**src/rtl/kscd_pkg.sv**
```systemverilog
// shared constants, types and the key sequence table of the key sequence command decoder
package kscd_pkg;

    localparam int MAX_SEQUENCE_LEN = 6;
    localparam int TABLE_ENTRIES    = 36;
    localparam int COUNT_WIDTH      = 16;

    localparam int KEY_MAX   = 6;
    localparam int KEY_COUNT = 36;

    localparam int BYTE_W   = 8;
    localparam int STATUS_W = 2;
    localparam int ACTION_W = 5;
    localparam int REPEAT_W = 16;
    localparam int KLEN_W   = 3;

    localparam int LEN_W = $clog2(MAX_SEQUENCE_LEN + 1);
    localparam int IDX_W = (MAX_SEQUENCE_LEN > 1) ? $clog2(MAX_SEQUENCE_LEN) : 1;
    localparam int CMP_LEN    = (MAX_SEQUENCE_LEN < KEY_MAX) ? MAX_SEQUENCE_LEN : KEY_MAX;
    localparam int NUM_SEARCH = (TABLE_ENTRIES < KEY_COUNT) ? TABLE_ENTRIES : KEY_COUNT;
    localparam int CNT_EXT_W  = COUNT_WIDTH + 4;

    localparam logic [BYTE_W-1:0] DIGIT_ZERO = 8'h30;
    localparam logic [BYTE_W-1:0] DIGIT_NINE = 8'h39;
    localparam int DEC_BASE = 10;

    typedef enum logic [STATUS_W-1:0] {
        ST_DIGIT   = 2'd0,
        ST_PENDING = 2'd1,
        ST_MATCH   = 2'd2,
        ST_DISCARD = 2'd3
    } status_t;

    typedef logic [MAX_SEQUENCE_LEN-1:0][BYTE_W-1:0] seq_buf_t;

    typedef struct packed {
        logic                hit;
        logic                pending;
        logic [ACTION_W-1:0] action;
    } match_t;

    localparam logic [KLEN_W-1:0] KEY_LEN [KEY_COUNT] = '{
        3'd1, 3'd2, 3'd6, 3'd1, 3'd2, 3'd1, 3'd6, 3'd2, 3'd3, 3'd2, 3'd2, 3'd1,
        3'd2, 3'd1, 3'd2, 3'd1, 3'd5, 3'd2, 3'd2, 3'd1, 3'd5, 3'd3, 3'd1, 3'd1,
        3'd3, 3'd1, 3'd1, 3'd3, 3'd2, 3'd1, 3'd2, 3'd3, 3'd3, 3'd1, 3'd1, 3'd1
    };

    localparam logic [BYTE_W-1:0] KEY_BYTES [KEY_COUNT][KEY_MAX] = '{
        '{8'h70, 8'h00, 8'h00, 8'h00, 8'h00, 8'h00},
        '{8'h5B, 8'h42, 8'h00, 8'h00, 8'h00, 8'h00},
        '{8'h1B, 8'h5B, 8'h31, 8'h3B, 8'h32, 8'h43},
        '{8'h7F, 8'h00, 8'h00, 8'h00, 8'h00, 8'h00},
        '{8'h5B, 8'h43, 8'h00, 8'h00, 8'h00, 8'h00},
        '{8'h6B, 8'h00, 8'h00, 8'h00, 8'h00, 8'h00},
        '{8'h1B, 8'h5B, 8'h31, 8'h3B, 8'h32, 8'h44},
        '{8'h5B, 8'h46, 8'h00, 8'h00, 8'h00, 8'h00},
        '{8'h1B, 8'h5B, 8'h42, 8'h00, 8'h00, 8'h00},
        '{8'h5B, 8'h48, 8'h00, 8'h00, 8'h00, 8'h00},
        '{8'h5B, 8'h44, 8'h00, 8'h00, 8'h00, 8'h00},
        '{8'h68, 8'h00, 8'h00, 8'h00, 8'h00, 8'h00},
        '{8'h5B, 8'h41, 8'h00, 8'h00, 8'h00, 8'h00},
        '{8'h4F, 8'h00, 8'h00, 8'h00, 8'h00, 8'h00},
        '{8'h79, 8'h61, 8'h00, 8'h00, 8'h00, 8'h00},
        '{8'h6C, 8'h00, 8'h00, 8'h00, 8'h00, 8'h00},
        '{8'h5B, 8'h31, 8'h3B, 8'h32, 8'h43, 8'h00},
        '{8'h64, 8'h64, 8'h00, 8'h00, 8'h00, 8'h00},
        '{8'h79, 8'h79, 8'h00, 8'h00, 8'h00, 8'h00},
        '{8'h04, 8'h00, 8'h00, 8'h00, 8'h00, 8'h00},
        '{8'h5B, 8'h31, 8'h3B, 8'h32, 8'h44, 8'h00},
        '{8'h1B, 8'h5B, 8'h46, 8'h00, 8'h00, 8'h00},
        '{8'h50, 8'h00, 8'h00, 8'h00, 8'h00, 8'h00},
        '{8'h6F, 8'h00, 8'h00, 8'h00, 8'h00, 8'h00},
        '{8'h1B, 8'h5B, 8'h43, 8'h00, 8'h00, 8'h00},
        '{8'h69, 8'h00, 8'h00, 8'h00, 8'h00, 8'h00},
        '{8'h6A, 8'h00, 8'h00, 8'h00, 8'h00, 8'h00},
        '{8'h1B, 8'h5B, 8'h41, 8'h00, 8'h00, 8'h00},
        '{8'h79, 8'h64, 8'h00, 8'h00, 8'h00, 8'h00},
        '{8'h62, 8'h00, 8'h00, 8'h00, 8'h00, 8'h00},
        '{8'h67, 8'h67, 8'h00, 8'h00, 8'h00, 8'h00},
        '{8'h1B, 8'h5B, 8'h48, 8'h00, 8'h00, 8'h00},
        '{8'h1B, 8'h5B, 8'h44, 8'h00, 8'h00, 8'h00},
        '{8'h0A, 8'h00, 8'h00, 8'h00, 8'h00, 8'h00},
        '{8'h65, 8'h00, 8'h00, 8'h00, 8'h00, 8'h00},
        '{8'h47, 8'h00, 8'h00, 8'h00, 8'h00, 8'h00}
    };

    localparam logic [ACTION_W-1:0] KEY_ACT [KEY_COUNT] = '{
        5'd0,  5'd1,  5'd2,  5'd3,  5'd4,  5'd5,  5'd6,  5'd7,  5'd8,  5'd9,
        5'd10, 5'd11, 5'd12, 5'd13, 5'd14, 5'd15, 5'd2,  5'd16, 5'd17, 5'd18,
        5'd6,  5'd7,  5'd19, 5'd20, 5'd15, 5'd21, 5'd8,  5'd5,  5'd22, 5'd6,
        5'd23, 5'd9,  5'd11, 5'd24, 5'd2,  5'd25
    };

endpackage

```
**src/rtl/kscd_match.sv**
```systemverilog
// parallel compare of the sequence buffer against the key table, first hit wins
module kscd_match
    import kscd_pkg::*;
(
    input  seq_buf_t         seq,
    input  logic [LEN_W-1:0] seq_len,
    output match_t           result
);

    logic [NUM_SEARCH-1:0] hit_vec;
    logic [NUM_SEARCH-1:0] short_vec;

    always_comb
    begin
        logic same;
        for (int e = 0; e < NUM_SEARCH; e++)
        begin
            same = (int'(seq_len) <= int'(KEY_LEN[e]));
            for (int k = 0; k < CMP_LEN; k++)
            begin
                if ((k < int'(seq_len)) && (seq[k] != KEY_BYTES[e][k]))
                begin
                    same = 1'b0;
                end
            end
            hit_vec[e]   = same;
            short_vec[e] = (int'(seq_len) < int'(KEY_LEN[e]));
        end
    end

    // priority select, lowest table index first
    always_comb
    begin
        result = '0;
        for (int e = NUM_SEARCH - 1; e >= 0; e--)
        begin
            if (hit_vec[e])
            begin
                result.hit     = 1'b1;
                result.pending = short_vec[e];
                result.action  = short_vec[e] ? '0 : KEY_ACT[e];
            end
        end
    end

endmodule

```
**src/rtl/key_sequence_command_decoder.sv**
```systemverilog
// top level of the key sequence command decoder
// the result of a request is registered and valid in the cycle after it is accepted
// throughput: one request per cycle while no result is held or out_ready is high; the table compare and
//   the count update both finish in the single pass ahead of the result register
// reset clears the buffer length, the accumulated digit count and the result valid flag;
//   buffered bytes and the status, action and repeat_count registers are not cleared
module key_sequence_command_decoder
    import kscd_pkg::*;
(
    input  logic                clk,
    input  logic                rst_n,
    input  logic                in_valid,
    output logic                in_ready,
    input  logic [BYTE_W-1:0]   key_byte,
    output logic                out_valid,
    input  logic                out_ready,
    output logic [STATUS_W-1:0] status,
    output logic [ACTION_W-1:0] action,
    output logic [REPEAT_W-1:0] repeat_count
);

    logic                   out_valid_reg;
    status_t                status_reg, status_next;
    logic [ACTION_W-1:0]    action_reg, action_next;
    logic [REPEAT_W-1:0]    repeat_reg, repeat_next;
    logic [LEN_W-1:0]       seq_len_reg, seq_len_next;
    logic [COUNT_WIDTH-1:0] count_reg, count_next;
    seq_buf_t               seq_bytes_reg;
    seq_buf_t               seq_view;
    logic [LEN_W-1:0]       seq_len_inc;
    logic [CNT_EXT_W-1:0]   count_ext;
    logic [COUNT_WIDTH-1:0] count_sat;
    logic                   is_digit;
    logic                   buf_full;
    logic                   accept;
    logic                   append;
    match_t                 match;

    assign in_ready  = !out_valid_reg || out_ready;
    assign accept    = in_valid && in_ready;
    assign out_valid = out_valid_reg;
    assign status    = status_reg;
    assign action    = action_reg;
    assign repeat_count = repeat_reg;

    assign is_digit    = key_byte inside {[DIGIT_ZERO:DIGIT_NINE]};
    assign buf_full    = (seq_len_reg >= LEN_W'(MAX_SEQUENCE_LEN));
    assign seq_len_inc = seq_len_reg + LEN_W'(1);
    assign append      = accept && !is_digit && !buf_full;

    // buffer as it stands with the new byte placed at the end
    always_comb
    begin
        for (int k = 0; k < MAX_SEQUENCE_LEN; k++)
        begin
            seq_view[k] = (LEN_W'(k) == seq_len_reg) ? key_byte : seq_bytes_reg[k];
        end
    end

    kscd_match u_match
    (
        .seq     (seq_view),
        .seq_len (seq_len_inc),
        .result  (match)
    );

    // count times ten plus digit, saturating
    assign count_ext = CNT_EXT_W'(count_reg) * CNT_EXT_W'(DEC_BASE)
                     + CNT_EXT_W'(key_byte - DIGIT_ZERO);
    assign count_sat = (count_ext[CNT_EXT_W-1:COUNT_WIDTH] != '0) ? '1
                     : count_ext[COUNT_WIDTH-1:0];

    always_comb
    begin
        status_next  = ST_DISCARD;
        action_next  = '0;
        repeat_next  = REPEAT_W'(count_reg);
        seq_len_next = '0;
        count_next   = '0;
        if (is_digit)
        begin
            status_next  = ST_DIGIT;
            repeat_next  = REPEAT_W'(count_sat);
            seq_len_next = seq_len_reg;
            count_next   = count_sat;
        end
        else if (!buf_full && match.hit)
        begin
            if (match.pending)
            begin
                status_next  = ST_PENDING;
                seq_len_next = seq_len_inc;
                count_next   = count_reg;
            end
            else
            begin
                status_next = ST_MATCH;
                action_next = match.action;
            end
        end
    end

    always_ff @(posedge clk or negedge rst_n)
    begin
        if (!rst_n)
        begin
            out_valid_reg <= 1'b0;
            seq_len_reg   <= '0;
            count_reg     <= '0;
        end
        else
        begin
            if (in_ready)
            begin
                out_valid_reg <= in_valid;
            end
            if (accept)
            begin
                seq_len_reg <= seq_len_next;
                count_reg   <= count_next;
            end
        end
    end

    always_ff @(posedge clk)
    begin
        if (accept)
        begin
            status_reg <= status_next;
            action_reg <= action_next;
            repeat_reg <= repeat_next;
        end
        if (append)
        begin
            seq_bytes_reg[seq_len_reg[IDX_W-1:0]] <= key_byte;
        end
    end

endmodule

```
**config.mk**
```make
export PLATFORM = sky130hd
export DESIGN_NAME = key_sequence_command_decoder
export DESIGN_NICKNAME = d
export VERILOG_FILES = /design/src/rtl/kscd_pkg.sv /design/src/rtl/kscd_match.sv /design/src/rtl/key_sequence_command_decoder.sv
export SDC_FILE = /design/constraint.sdc
export NUM_CORES = 1
export LEC_CHECK = 0
export BUFFER_PORTS_ARGS = -buffer_cell sky130_fd_sc_hd__buf_2
export CAP_MARGIN = 20
export CELL_PAD_IN_SITES_DETAIL_PLACEMENT = 0
export CELL_PAD_IN_SITES_GLOBAL_PLACEMENT = 1
export CORE_ASPECT_RATIO = 1.1
export CORE_MARGIN = 8
export CORE_UTILIZATION = 44
export DETAILED_ROUTE_END_ITERATION = 8
export GPL_ROUTABILITY_DRIVEN = 0
export PLACE_DENSITY_LB_ADDON = 0.1
export SLEW_MARGIN = 10
export SYNTH_ARGS = -nofsm -noshare
export SYNTH_HDL_FRONTEND = slang
export SYNTH_SLANG_ARGS = --single-unit
```
**constraint.sdc**
```tcl
create_clock -name clk -period 4.39 [get_ports clk]
set_input_delay 0 -clock clk [delete_from_list [all_inputs] [get_ports clk]]
set_output_delay 0 -clock clk [all_outputs]
set_load 0.01 [all_outputs]
```
-- After elaboration in Yosys (flattened, before gate mapping)
Index checks and enable logic that the tools add are counted.
- register bits after elaboration: 91
- logic and storage cells: 443
- add/sub/neg operators: 3
- $mul: 1
- $lt $le $gt $ge: 21
- equal/unequal tests: 53
- multiplexer cells: 279
- bitwise logic cells: 2
- reductions and logical operators: 72
- operators by type and width (kind ; number):
    $ne A8 B7 Y1 const B ; 38
    $mux W7 ; 36
    $mux W1 ; 191
    $mux W16 ; 5
    $logic_and A1 B1 Y1 ; 58
    $mux W8 ; 7
    $mux W5 ; 10
    $bwmux W48 ; 1
    $mux W4 ; 12
    $ne A8 B6 Y1 const B ; 6
    $reduce_bool A8 Y1 ; 5
    $mux W3 ; 10
    $demux W8 S3 ; 1
    $add A20 B20 Y20 ; 1
    $mul A16 B3 Y19 const B ; 1
    $mux W2 ; 6
    $sub A8 B6 Y9 const B ; 1
    $ge A8 B6 Y1 const B ; 1
    $le A8 B6 Y1 const B ; 1
    $ne A8 B3 Y1 const B ; 1
    $ne A8 B4 Y1 const B ; 1
    $ne A8 B5 Y1 const B ; 1
    $eq A2 B3 Y1 const A ; 2
    $eq A3 B3 Y1 const A ; 2
    other kinds (22) ; 33

-- Logic depth before layout (Yosys ltp)
Gate-level depths: netlist of the first run.
- depth in word-level cells: 49
- mapped depth: 24
- depth with buffers taken out: 23

-- Hierarchy
From an unflattened synthesis of the first run, not the netlist that was laid out.
- cell total of the unflattened synthesis: 849
- area total of the unflattened synthesis: 7738.7 sq um
- modules (own cells, without submodules) (module ; times used ; cells an instance ; area each (sq um) ; sequential area each (sq um)):
    key_sequence_command_decoder ; 1 ; 540 ; 5821.8 ; 2632.5
    kscd_match ; 1 ; 309 ; 1916.8 ; 0.0

-- Worst setup path after synthesis of the first run
No wires, ideal clock.
- path kind: reg2reg
- start: register count_reg[1]
- end: register repeat_reg[3] (netlist: repeat_count[3]), data pin
- library setup time: 0.274 ns
- arrival: 4.561 ns
- setup slack: -0.446 ns
- cell stages (with the launch flop): 24
- buffers on the path: 1
- clock period less this slack: 4.836 ns
- cell sequence: dfrtp_1 > ha_1 > ha_1 > inv_1 > fa_1 > nor2b_1 > o21ai_0 > a21boi_0 > o21a_1 > nor2_1 > o21ai_0 > a211o_1 > xor2_1 > ha_1 > a21o_1 > a21oi_1 > o31a_1 > o41ai_1 > and2_1 > or4_1 > a31o_2 > nor2_4 > buf_2 > a31oi_1
- word-level cells in the longest chain between the ends: 5
- RTL lines (element ; RTL line ; text):
    start, declared ; key_sequence_command_decoder.sv:27 ; logic [COUNT_WIDTH-1:0] count_reg, count_next;
    start signal, assigned ; key_sequence_command_decoder.sv:120 ; count_reg <= count_next;
    $mul A16 B3 Y19 * ; key_sequence_command_decoder.sv:68 ; assign count_ext = CNT_EXT_W'(count_reg) * CNT_EXT_W'(DEC_BASE)
    $add A20 B20 Y20 * ; key_sequence_command_decoder.sv:69 ; + CNT_EXT_W'(key_byte - DIGIT_ZERO);
    $reduce_bool A4 Y1 ; key_sequence_command_decoder.sv:70 ; assign count_sat = (count_ext[CNT_EXT_W-1:COUNT_WIDTH] != '0) ? '1
    $mux W16 * ; key_sequence_command_decoder.sv:70 ;
    $mux W16 * ; key_sequence_command_decoder.sv:80 ; if (is_digit)
    named net repeat_next[3] ; key_sequence_command_decoder.sv:25 ; logic [REPEAT_W-1:0] repeat_reg, repeat_next;
    end signal, assigned ; key_sequence_command_decoder.sv:131 ; repeat_reg <= repeat_next;
    end, declared ; key_sequence_command_decoder.sv:25 ;
The timed path passes the listed nets; every way through them passes the cells marked *.
A chain may end at the register's enable or synchronous reset.

-- Worst setup path in the final report of the first run
- start: register count_reg[3]
- end: register repeat_reg[9] (netlist: repeat_count[9]), data pin
Same word-level chain as after synthesis.

==> results.sh, run 1 <==
export IMPL_outcome="finished, violations left"
export IMPL_violations="setup timing"
export IMPL_grt_max_degree=21
export IMPL_clock_sinks=91
export IMPL_clock_latency_ns=0.35
export IMPL_total_power_mw=5.02
export IMPL_slew_headroom_pct=30.9
export IMPL_cp_max_fo=8
export IMPL_ios=37
export IMPL_slowest_delay_ns=0.44
export IMPL_clkSlewWorstSetupHoldPaths_ns=0.07
export IMPL_grt_pass1_vias=6957
export IMPL_drc_errors=0
export IMPL_grt_overflow=0
export IMPL_synth_cell_area_mm2=0.00748
export IMPL_hold_viol=0
export IMPL_drv_slew=0
export IMPL_ys_seq_elements=91
export IMPL_worst_ep_required_time_ns=4.45
export IMPL_crit_top_cell="ha_1"
export IMPL_viasPerCell=6.15
export IMPL_power_per_cell_area_mw_per_mm2=568
export IMPL_final_setup_viol_count=32
export IMPL_syn2layout_area_growth_pct=18.0
export IMPL_totalWireLength_mm=23.0
export IMPL_worst_path_dominant_cell_family="compound AO/OA/AOI/OAI gates"
export IMPL_synth_fp_nets=868
export IMPL_crit_buf_inv=2
export IMPL_skew_ns=0.00835
export IMPL_cp_data_arrival_time_ns=4.88
export IMPL_hold_path_class="in -> reg"
export IMPL_synth_area_leaders="edfxtp_1, ha_1, dfrtp_1, nor2_1, nand2_1"
export IMPL_ys_async_sr_fraction_pct=22.0
export IMPL_drtIter0Drc=472
export IMPL_cts_tree="done"
export IMPL_numCtsBuffers=9
export IMPL_fmax_mhz=207
export IMPL_largest_register_ff_count=48
export IMPL_final_cell_mix="nor2_1, edfxtp_1, buf_4"
export IMPL_start_util_pct=44.5
export IMPL_track_usage_pct=21.4
export IMPL_diodes=0
export IMPL_synth_warnings=0
export IMPL_mostFrequentLayoutCell="nor2_1"
export IMPL_fin_util_pct=52.5
export IMPL_worstPathCellList="ha_1 -> ha_1 -> nor2b_1 -> o21ai_1 -> a21boi_1 -> o21a_1 -> nor2_4 -> o21ai_4 -> a211o_1 -> xor2_1 -> ha_1 -> a21o_1 -> a21oi_2 -> o31a_1 -> o41ai_2 -> and2_1 -> or4_4 -> a31o_4 -> nor2_4 -> buf_6 -> buf_16 -> a31oi_1"
export IMPL_crit_path_top_delay_cell="dfrtp_2"
export IMPL_synth_main_ff_cell="edfxtp_1"
export IMPL_postSynthCellCount=802
export IMPL_ant_nets=0
export IMPL_dieArea_mm2=0.0214
export IMPL_yosys_cell_types_count=90
export IMPL_endpoint_kind="register"
export IMPL_nNetsFinal=964
export IMPL_crit_path_start_kind="register"
export IMPL_clock_root_buffer="clkbuf_16"
export IMPL_antenna_found_initial=0
export IMPL_die_h_um=153
export IMPL_ir_drop_v=0.000323
export IMPL_coreArea_mm2=0.0168
export IMPL_critical_path_class="reg -> reg"
export IMPL_drive_gt1_share_pct=22.7
export IMPL_grt_pass1_wl_mm=36.6
export IMPL_finalCriticalPeriod_ns=4.83
export IMPL_ys_seq_area_share_pct=35.2
export IMPL_rows=50
export IMPL_fill_cells=1528
export IMPL_p_leak_nw=3.72
export IMPL_die_w_um=140
export IMPL_htreeDepth=3
export IMPL_vias=6829
export IMPL_synth_edf_count=71
export IMPL_rsz0062_at_grt="true"
export IMPL_synth_top_area_cell="edfxtp_1"
export IMPL_postSynthAreaPerCell_um2=9.33
export IMPL_setup_slack_ns=-0.437
export IMPL_cap_viol_max_count=0
export IMPL_avgRoutedWirePerCell_um=20.7
export IMPL_tightestPinTransition_ns=1.02
export IMPL_portBuffers=36
export IMPL_synth_top_area_share_pct=28.5
export IMPL_finalCritPeriodShare_pct=110
export IMPL_dpl_hpwl_mm=17.9
export IMPL_clock_path_buffers=2
export IMPL_first_pass_iters=5
-- cell families (layout without fill, tap and decap cells) --
kind of cell             after synthesis  after routing  share of synthesized area, %
adder cells (fa/ha/maj)               54             54                          9.23
AO/OA/AOI/OAI                        231            231                          22.0
buffers and inverters                 54            155                          3.58
XOR/XNOR                              25             25                          2.93
flip-flops                            91             91                          35.2
multiplexers                          35             35                          5.32
AND/OR/NAND/NOR                      312            312                          21.8
-- routing by layer --
layer | GRT usage (%) | up-vias | part of all wire (%)
li1 | - | 3266 | -
met1 | 23.9 | 3313 | 40
met2 | 39.2 | 200 | 52
met3 | 2.32 | 50 | 4.0
met4 | 11.0 | 0 | 4.1
met5 | 0 | - | 0
-- cell usage after synthesis, types with 4 or more instances --
cell type	instances
nand2_1	71
dfrtp_1	20
ha_1	52
a211oi_1	9
a31oi_1	19
nand4b_1	8
o211ai_1	7
clkbuf_1	14
mux2_2	12
o21a_1	15
a31o_2	8
nand3b_1	4
inv_1	22
edfxtp_1	71
o2bb2ai_1	4
or3_1	5
o31ai_1	6
nor3_1	18
nor4bb_1	5
xnor2_1	14
o22ai_1	9
a21o_1	11
a21oi_1	37
a22o_1	13
nand4_1	14
and2_1	8
nor2_1	76
nand3_1	24
nor2b_1	7
buf_2	9
or2_2	6
nor4_1	10
a41oi_1	4
nand2b_1	26
and3_1	10
xor2_1	11
o21ai_0	45
buf_6	5
a211o_1	5
mux2i_1	17
-- per-stage QoR --
| stage | setup WS [ns] | hold slack, ns | setup TNS, ns | instance area (um2) | cells |
|---|---|---|---|---|---|
| detailed placement | -0.479 | -0.00492 | -13.69 | 8260 | 1079 |
| global placement | -0.381 | -0.00727 | -10.16 | 8260 | 1079 |
| floorplan | -0.177 | -0.296 | -3.72 | 7520 | 802 |
| CTS | -0.459 | 0.0319 | -13.61 | 8740 | 1107 |
| finish | -0.437 | 0.0465 | -12.37 | 8830 | 1111 |
| global route | -0.702 | 0.0520 | -20.82 | 8830 | 1111 |
-- final timing paths --
kind	start	end	slack (ns)	cells after the start
max	count_reg[3]	repeat_count[9]	-0.44	22
min	key_byte[7]	seq_bytes_reg[39]	0.05	1
max reg2reg	count_reg[3]	repeat_count[9]	-0.44	22
min reg2reg	count_reg[12]	count_reg[12]	0.57	1
max in group asynchronous	rst_n	count_reg[3]	3.86	2
min in group asynchronous	rst_n	out_valid	0.16	2
-- worst register-to-register path: stages, from the launching register on --
cell,delay (ns)
dfrtp_2,0.44
ha_1,0.31
ha_1,0.30
nor2b_1,0.13
o21ai_1,0.17
a21boi_1,0.11
o21a_1,0.21
nor2_4,0.16
o21ai_4,0.08
a211o_1,0.28
xor2_1,0.15
ha_1,0.29
a21o_1,0.19
a21oi_2,0.12
o31a_1,0.17
o41ai_2,0.09
and2_1,0.17
or4_4,0.42
a31o_4,0.28
nor2_4,0.15
buf_6,0.14
buf_16,0.12
a31oi_1,0.08
-- timing repair --
| item | in CTS | in global routing |
|---|---|---|
| hold endpoints to repair | 21 | 0 |
| setup endpoints to repair | 32 | 38 |
| cloned | 2 | 0 |
| gates resized for setup | 17 | 11 |
| buffers inserted | 7 | 4 |
| hold buffers | 3 | 0 |
| pin swaps | 17 | 15 |
-- report_power, final --
| part | internal (mW) | switching, mW |
|---|---|---|
| Clock | 0.452 | 0.350 |
| Combinational | 1.29 | 1.75 |
| Sequential | 1.09 | 0.0791 |
-- final cells by class --
class                   instances  area, um2  area share [%]
clock buffers                   9        225            2.55
repair buffers                116        836            9.46
well taps                     208        260            2.95
flip-flops and latches         91       2630            29.8
clock inverters                 7       81.3           0.921
inverters                      23       86.3           0.977
multi-input cells             657       4710            53.3
(Power assumes the default switching activity.)
==> run 2, diff against run 1 <==
CORE_ASPECT_RATIO = 2   (was 1.1)
==> run 2 against run 1 <==
The run still ends with setup timing left. Count of clock-buffer cells in the layout stayed put. Critical path type unchanged. First-iteration DRC count is 14% lower. Combinational power is 5% higher. Wire length is 15% higher. Register-to-register slack worse by 0.07 ns. Worst hold slack worse by 0.014 ns. Sequential share of layout area is 0.35 points lower. Clock power is 4.7% lower. Global-route usage is 3.3 points higher. Clock skew hardly changed. Power is 2.1% higher. Critical path depth is 2 higher.
==> results.sh, run 2 (synthesis results as in run 1) <==
export IMPL_outcome="finished, violations left"
export IMPL_violations="setup timing"
export IMPL_ios=37
export IMPL_coreArea_mm2=0.0167
export IMPL_reg2reg_depth=24
export IMPL_fin_hold_ws_ns=0.0323
export IMPL_p_leak_nw=3.81
export IMPL_fmax_mhz=204
export IMPL_finalCritPeriodShare_pct=111
export IMPL_cap_viol_max_count=0
export IMPL_drv_slew=0
export IMPL_worst_ep_required_time_ns=4.47
export IMPL_diodes=0
export IMPL_setup_tns_ns=-14.05
export IMPL_drive_gt1_share_pct=23.9
export IMPL_skew_ns=0.00851
export IMPL_viasPerCell=6.22
export IMPL_hold_viol=0
export IMPL_slew_headroom_pct=42.4
export IMPL_final_setup_viol_count=32
export IMPL_die_h_um=200
export IMPL_rsz0062_at_grt="true"
export IMPL_rows=67
export IMPL_drc_errors=0
export IMPL_antenna_found_initial=0
export IMPL_setup_slack_ns=-0.505
export IMPL_clkSlewWorstSetupHoldPaths_ns=0.07
export IMPL_grt_overflow=0
export IMPL_clock_latency_ns=0.35
export IMPL_start_util_pct=44.9
export IMPL_track_usage_pct=24.8
export IMPL_use_met3_pct=2.35
export IMPL_final_cell_mix="buf_4, nor2_1, edfxtp_1"
export IMPL_crit_path_start_kind="register"
export IMPL_ir_drop_v=0.000346
export IMPL_first_pass_iters=5
export IMPL_fin_cells=1118
export IMPL_grt_pass1_vias=7134
export IMPL_cts_tree="done"
export IMPL_pre_cts_ws_ns=-0.689
export IMPL_ant_nets=0
export IMPL_grtUsageMet2_pct=48.5
export IMPL_drtIter0Drc=405
export IMPL_endpoint_kind="register"
export IMPL_grt_max_degree=29
export IMPL_finalCriticalPeriod_ns=4.89
export IMPL_critical_path_class="reg -> reg"
export IMPL_power_per_cell_area_mw_per_mm2=573
export IMPL_portBuffers=36
export IMPL_mostFrequentLayoutCell="buf_4"
export IMPL_die_w_um=108
export IMPL_dpl_hpwl_mm=20.9
export IMPL_syn2layout_area_growth_pct=19.4
export IMPL_vias=6959
export IMPL_clock_sinks=91
export IMPL_largest_register_ff_count=48
export IMPL_cp_data_arrival_time_ns=4.98
export IMPL_tightestPinTransition_ns=0.861
export IMPL_place_inst=1089
export IMPL_top_usage_layer="met2"
export IMPL_hold_depth=1
export IMPL_grtUsageMet1_pct=21.7
export IMPL_grt_pass1_wl_mm=40.2
export IMPL_cp_max_fo=9
export IMPL_dieArea_mm2=0.0217
export IMPL_totalWireLength_mm=26.5
export IMPL_avgRoutedWirePerCell_um=23.7
export IMPL_hold_path_class="in -> reg"
export IMPL_clock_path_buffers=2
export IMPL_htreeDepth=3
export IMPL_clock_root_buffer="clkbuf_16"
export IMPL_nNetsFinal=972
export IMPL_numCtsBuffers=9
run 2: changes by cell type in the layout (fill, tap and decap cells not counted), moves of 2 or more:
cell / delta
ha_4: -2
o21ai_2: +2
buf_4: +11
o21ai_0: -3
a211oi_2: -2
nand2_2: -6
nand2_1: +6
o31ai_1: -2
o31ai_2: +2
buf_6: -4
nor3_1: -3
nor3_2: +2
run 2: worst paths after layout:
kind | slack [ns] | from | to
worst max-delay path | -0.50 | count_reg[3] | repeat_count[7]
worst min-delay path | 0.03 | key_byte[7] | seq_bytes_reg[47]
worst max register to register | -0.50 | count_reg[3] | repeat_count[7]
worst min register to register | 0.59 | count_reg[12] | count_reg[12]
max in group asynchronous | 3.86 | rst_n | count_reg[6]
min in group asynchronous | 0.16 | rst_n | count_reg[10]
run 2: worst max-delay path: stages (launching register included):
cell and delay, ns:
dfrtp_1 0.40, ha_1 0.29, ha_2 0.18, inv_2 0.04, fa_2 0.34, nor2b_2 0.14, o21ai_2 0.08, a21boi_2 0.16
o21a_1 0.17, nor2_4 0.05, o21ai_4 0.15, a211o_1 0.15, xor2_1 0.16, ha_1 0.28, a21o_1 0.18, a21oi_2 0.12
o31a_1 0.21, o41ai_4 0.11, and2_4 0.18, or4_4 0.41, a31o_4 0.28, nor2_4 0.19, buf_12 0.14, buf_16 0.12
a31oi_1 0.09
run 2: routing by layer:
metal,wire (um),part of all wire [%]
met5,0,0
met4,1960,7.4
met3,738,2.8
met2,15200,57
met1,8580,32
run 2: layout make-up:
| class | count | area [um2] |
|---|---|---|
| timing repair buffer | 124 | 893 |
| fill | 1551 | 7750 |
| inverter | 23 | 86.3 |
| clock buffer | 9 | 225 |
| multi-input combinational | 657 | 4770 |
| clock inverter | 7 | 66.3 |
| sequential | 91 | 2630 |
| tap | 207 | 259 |
run 2: power breakdown:
group / total, mW / switching, mW / internal, mW
clock network: 0.764 / 0.364 / 0.400
registers: 1.16 / 0.0766 / 1.09
logic: 3.19 / 1.88 / 1.31
run 2: per-stage QoR:
| step | total power, mW | area [um2] | util (%) |
|---|---|---|---|
| finish | 5.12 | 8930 | 53.5 |
| global route | 5.41 | 8930 | 53.5 |
| CTS | 5.01 | 8800 | 52.8 |
| detailed placement | 4.12 | 8340 | 50.0 |
| global placement | 4.08 | 8340 | 50.0 |
| floorplan | 3.15 | 7520 | - |
run 2: timing repair:
action / in CTS / in global routing
hold buffers: 3 / 0
gates resized for setup: 15 / 20
pin swaps: 15 / 15
setup endpoints to repair: 32 / 37
gates cloned: 1 / 0
hold endpoints to repair: 21 / 0
setup buffers: 5 / 5
